File: src/hdl/iof_pkg.sv
// Package: shared types and constants for the observable-form IIR filter.
`default_nettype none
package iof_pkg;

  localparam int unsigned CfgIdxW = 3;

  typedef enum logic [CfgIdxW-1:0] {
    REG_ORDER = 3'd0,
    REG_DEN   = 3'd1,
    REG_NUM   = 3'd2,
    REG_FLAGS = 3'd3,
    REG_LOWER = 3'd4,
    REG_UPPER = 3'd5,
    REG_STEP  = 3'd6
  } cfg_reg_t;

  typedef enum logic [2:0] {
    ST_IDLE,
    ST_MUL_A,
    ST_MUL_B,
    ST_SUM,
    ST_LIMIT,
    ST_DIV,
    ST_QUANT,
    ST_OUT
  } state_t;

  typedef struct packed {
    logic       start;
    logic signed [32:0] dividend;
    logic [30:0] divisor;
  } div_req_t;

  typedef struct packed {
    logic       done;
    logic signed [33:0] quotient;
  } div_rsp_t;

endpackage
`default_nettype wire

File: src/hdl/iof_div.sv
// Floor divider: restoring, one quotient bit per cycle, signed dividend.
`default_nettype none
module iof_div
  import iof_pkg::*;
(
  input  wire logic     clk,
  input  wire logic     rst_n,
  input  wire div_req_t req,
  output      div_rsp_t rsp
);

  logic        busy_r, busy_nxt;
  logic [5:0]  cnt_r, cnt_nxt;
  logic        neg_r, neg_nxt;
  logic [32:0] mag_r, mag_nxt;
  logic [31:0] rem_r, rem_nxt;
  logic [32:0] quo_r, quo_nxt;
  logic [30:0] dvs_r, dvs_nxt;
  logic        done_r, done_nxt;
  logic [32:0] trial;

  always_comb begin
    busy_nxt = busy_r;
    cnt_nxt  = cnt_r;
    neg_nxt  = neg_r;
    mag_nxt  = mag_r;
    rem_nxt  = rem_r;
    quo_nxt  = quo_r;
    dvs_nxt  = dvs_r;
    done_nxt = 1'b0;
    trial    = {rem_r, mag_r[32]} - {2'b00, dvs_r};
    if (req.start) begin
      busy_nxt = 1'b1;
      cnt_nxt  = 6'd33;
      neg_nxt  = req.dividend[32];
      // negative: divide (-v - 1) and map to -(q+1), which is floor
      mag_nxt  = req.dividend[32] ? ~req.dividend : req.dividend;
      rem_nxt  = '0;
      quo_nxt  = '0;
      dvs_nxt  = req.divisor;
    end else if (busy_r) begin
      if (!trial[32]) begin
        rem_nxt = trial[31:0];
        quo_nxt = {quo_r[31:0], 1'b1};
      end else begin
        rem_nxt = {rem_r[30:0], mag_r[32]};
        quo_nxt = {quo_r[31:0], 1'b0};
      end
      mag_nxt = {mag_r[31:0], 1'b0};
      cnt_nxt = cnt_r - 6'd1;
      if (cnt_r == 6'd1) begin
        busy_nxt = 1'b0;
        done_nxt = 1'b1;
      end
    end
  end

  always_ff @(posedge clk) begin
    if (!rst_n) begin
      busy_r <= 1'b0;
      done_r <= 1'b0;
      cnt_r  <= '0;
    end else begin
      busy_r <= busy_nxt;
      done_r <= done_nxt;
      cnt_r  <= cnt_nxt;
    end
    neg_r <= neg_nxt;
    mag_r <= mag_nxt;
    rem_r <= rem_nxt;
    quo_r <= quo_nxt;
    dvs_r <= dvs_nxt;
  end

  assign rsp.done     = done_r;
  assign rsp.quotient = neg_r ? ~{1'b0, quo_r} : {1'b0, quo_r};

endmodule
`default_nettype wire

File: config.mk
export PLATFORM = sky130hd
export DESIGN_NAME = iof_div
export DESIGN_NICKNAME = d
export VERILOG_FILES = /design/src/hdl/iof_pkg.sv /design/src/hdl/iof_div.sv
export SDC_FILE = /design/constraint.sdc
export NUM_CORES = 1
export LEC_CHECK = 0
export BUFFER_PORTS_ARGS = -buffer_cell sky130_fd_sc_hd__buf_4
export CAP_MARGIN = 20
export CORE_MARGIN = 5
export CORE_UTILIZATION = 30
export DETAILED_ROUTE_END_ITERATION = 16
export PLACE_DENSITY = 0.57
export SETUP_SLACK_MARGIN = 0.15
export SLEW_MARGIN = 20
export SYNTH_ARGS = -nofsm -noshare
export SYNTH_HDL_FRONTEND = slang
export SYNTH_SLANG_ARGS = --single-unit
File: constraint.sdc
create_clock -name clk -period 8.08 [get_ports clk]
set_input_delay 0.808 -clock clk [delete_from_list [all_inputs] [get_ports clk]]
set_output_delay 0.808 -clock clk [all_outputs]
set_load 0.01 [all_outputs]
==> impl_metrics.env <==
export IMPL_outcome="completed"
export IMPL_cts_tree="done"
export IMPL_grt_antenna_before_repair=0
export IMPL_whs_endpoint="quo_r[0]"
export IMPL_r2r_cells=11
export IMPL_leakage_uw=0.00389
export IMPL_cts_hold_buf=0
export IMPL_cpMaxStageDelayCell="a21oi_4"
export IMPL_dieHeight_um=172
export IMPL_cp_end_kind="flip-flop"
export IMPL_ys_ff_latch=138
export IMPL_setup_violations=0
export IMPL_synthArstFlopShare_pct=0
export IMPL_wl_per_cell_um=15.7
export IMPL_yosysSeqAreaShare_pct=43.2
export IMPL_cts_buffer_depth=2
export IMPL_root_buffer="clkbuf_16"
export IMPL_row_count=59
export IMPL_ff2ff_setup_slack_ps=4570
export IMPL_cap_violations=0
export IMPL_die_w_um=172
export IMPL_fmax_ghz=0.285
export IMPL_synth_flop_cell="dfxtp_1"
export IMPL_wl_um=20000
export IMPL_drcViolationCount=0
export IMPL_gp_congestion=0.860
export IMPL_syn_num_nets=952
export IMPL_cts_resized=0
export IMPL_setup_tns_ps=0
export IMPL_dp_hpwl_um=13700
export IMPL_min_from="quo_r[0]"
export IMPL_synth_top_cell_by_area="edfxtp_1"
export IMPL_core_area_um2=26000
export IMPL_relSlewSlack_pct=29.6
export IMPL_slowest_delay_ps=620
export IMPL_post_route_util_pct=36.5
export IMPL_n_antenna_cell=0
export IMPL_crit_arrival_ps=3820
export IMPL_post_route_period_util_pct=43.4
export IMPL_grt_max_degree=79
export IMPL_post_route_min_period_ps=3510
export IMPL_path_clk_slew_ps=60
export IMPL_grt_pass1_vias=6204
export IMPL_netlist_instances=851
export IMPL_netlist_area_leader_share_pct=24.7
export IMPL_vdd_drop_max_v=0.000100
export IMPL_critPathMaxFanout=27
export IMPL_final_seq_area_um2=3420
export IMPL_grt_first_pass_wirelength_um=32100
export IMPL_clk_latency_ps=430
export IMPL_layout_drive_gt1_share_pct=16.9
export IMPL_worstMarginPinSlew_ps=1050
export IMPL_rr_endpoint="rem_r[13]"
export IMPL_hold_path_class="reg2reg"
export IMPL_synth_edf_count=65
export IMPL_start_util_pct=30.4
export IMPL_via_per_inst=4.98
export IMPL_synthTopCellsByArea="edfxtp_1, dfxtp_1, xnor2_1"
export IMPL_detailroute_via_count=6338
export IMPL_io_pins=102
export IMPL_worst_setup_path_type="reg2reg"
export IMPL_yosysMostFrequentCell="nor2_1"
export IMPL_slew_viol_final=0
export IMPL_cts_buffers=17
export IMPL_hold_depth=2
export IMPL_multi_input_area_um2=4090
export IMPL_synthDistinctLibCells=72
export IMPL_ys_warn_count=0
export IMPL_rr_startpoint="mag_r[32]"
export IMPL_cts_setup_buffers=0
export IMPL_syn_cell_area_um2=7900
export IMPL_netlist_top_cells_count="nor2_1, a21oi_1, dfxtp_1"
export IMPL_fin_nets=1025
export IMPL_cts_sinks=138
export IMPL_p_per_area_nw_per_um2=221
export IMPL_h_tree_depth=4
export IMPL_startpoint_type="flip-flop"
export IMPL_avgSynthCellArea_um2=9.29
export IMPL_area_growth_syn_to_layout_pct=20.1
export IMPL_dr_pass1_iters=5
export IMPL_finalHoldViolations=0
export IMPL_rsz0062_at_grt="no"
export IMPL_crit_chain="inv_1 > ha_1 > fa_1 > nand2b_1 > a21oi_1 > o21a_1 > o21ai_2 > a211o_1 > a21oi_4 > nor2_1 > o311a_1"
export IMPL_grtUsageTotal_pct=13.6
export IMPL_crit_required_ps=8390
export IMPL_overflow=0
export IMPL_fill_cells=2678
export IMPL_skew_ps=10.7
export IMPL_drt_iter0_drc=347
export IMPL_postRouteAntennaNets=0
export IMPL_portBuffers=101
export IMPL_design_die_area_um2=29700
## critical path: cells and delay by family (launching register included)
| kind | cells | cell delay (ps) |
|---|---|---|
| compound gates | 6 | 1980 |
| fa+ha+maj | 2 | 600 |
| simple gates | 2 | 410 |
| flops | 1 | 350 |
| buf+inv | 1 | 50 |
## stage by stage
stage	hold slack (ps)	area (µm²)	std cells	power [µW]	worst slack, ps
2_1_floorplan	442	7900	851	1180	5300
3_3_place_gp	474	8890	1240	1330	4560
3_5_place_dp	481	8900	1240	1330	4570
4_1_cts	491	9490	1272	2120	4570
5_1_grt	507	9490	1272	2210	4280
6_report	486	9490	1272	2100	4570
## layout make-up
class	count	share of cell area, %
multi-input cells	614	43.1
flip-flops and latches	138	36.0
repair buffers	106	8.39
clock buffers	19	5.01
well taps	335	4.42
inverters	47	1.86
clock inverters	13	1.23
## how the worst max path moves through the flow
stage	start	to	slack, ps	cells after the start
2_1_floorplan	mag_r[32]	rem_r[26]	5300	11
3_3_place_gp	dvs_r[26]	rem_r[15]	4560	10
3_5_place_dp	mag_r[32]	rem_r[13]	4570	11
4_1_cts	mag_r[32]	rem_r[13]	4570	11
5_1_grt	mag_r[32]	rem_r[15]	4280	11
6_report	mag_r[32]	rem_r[13]	4570	11
## where the power goes
part	internal, µW	leakage [µW]	switching (µW)	total, µW
Combinational	198	0.00237	293	490
Sequential	791	0.00123	34.7	826
Clock	443	0.000294	339	781
Total	1430	0.00389	666	2100
## logic make-up after synthesis
kind of cell	share of synthesized area (%)
and+or+nand+nor	16.0
AOI/OAI and AO/OA	16.0
DFF	43.2
buffers and inverters	5.16
xor gates and xnor gates	9.86
muxes	4.32
adders and majority gates	5.48
## registers in the layout, summed over array words and instances, names as in the netlist
signal and flops:
rem_r 32, cnt_r 6, mag_r 33, dvs_r 31, neg_r 1, busy_r 1, quo_r 33, done_r 1
## placed cells by master (no fill, tap or decap), types with 3 or more instances in the layout
master,synthesis,final
and2_1,5,5
nand3_1,26,26
or3_1,3,3
a211oi_1,4,4
a311oi_1,16,16
nand2b_1,4,4
nor2_1,114,114
a21o_1,11,11
nor4_1,3,3
xnor2_1,49,49
o211ai_1,16,16
o31ai_1,3,3
xor2_1,40,40
nand2_1,46,46
o21ai_0,28,28
mux2i_1,33,33
clkbuf_16,0,19
edfxtp_1,65,65
o21ai_1,6,6
or2_2,3,3
ha_1,33,33
a21boi_0,3,3
inv_6,0,5
inv_1,44,44
dfxtp_1,73,72
nor2b_1,4,4
and3_1,6,6
buf_4,4,106
nand3b_1,3,3
nor3_1,13,13
a31oi_1,5,5
inv_8,0,4
nor3b_1,5,5
a21oi_1,75,75
nand4_1,13,13
o2111ai_1,4,4
## routing by layer
metal | wire (µm) | GRT usage (%) | vias up
met1 | 9470 | 18.5 | 2984
li1 | - | - | 3184
met3 | 1190 | 4.09 | 21
met5 | 0 | 0 | -
met4 | 272 | 3.86 | 0
met2 | 9080 | 21.0 | 149
Note: power is estimated with default switching activity, not from simulation.
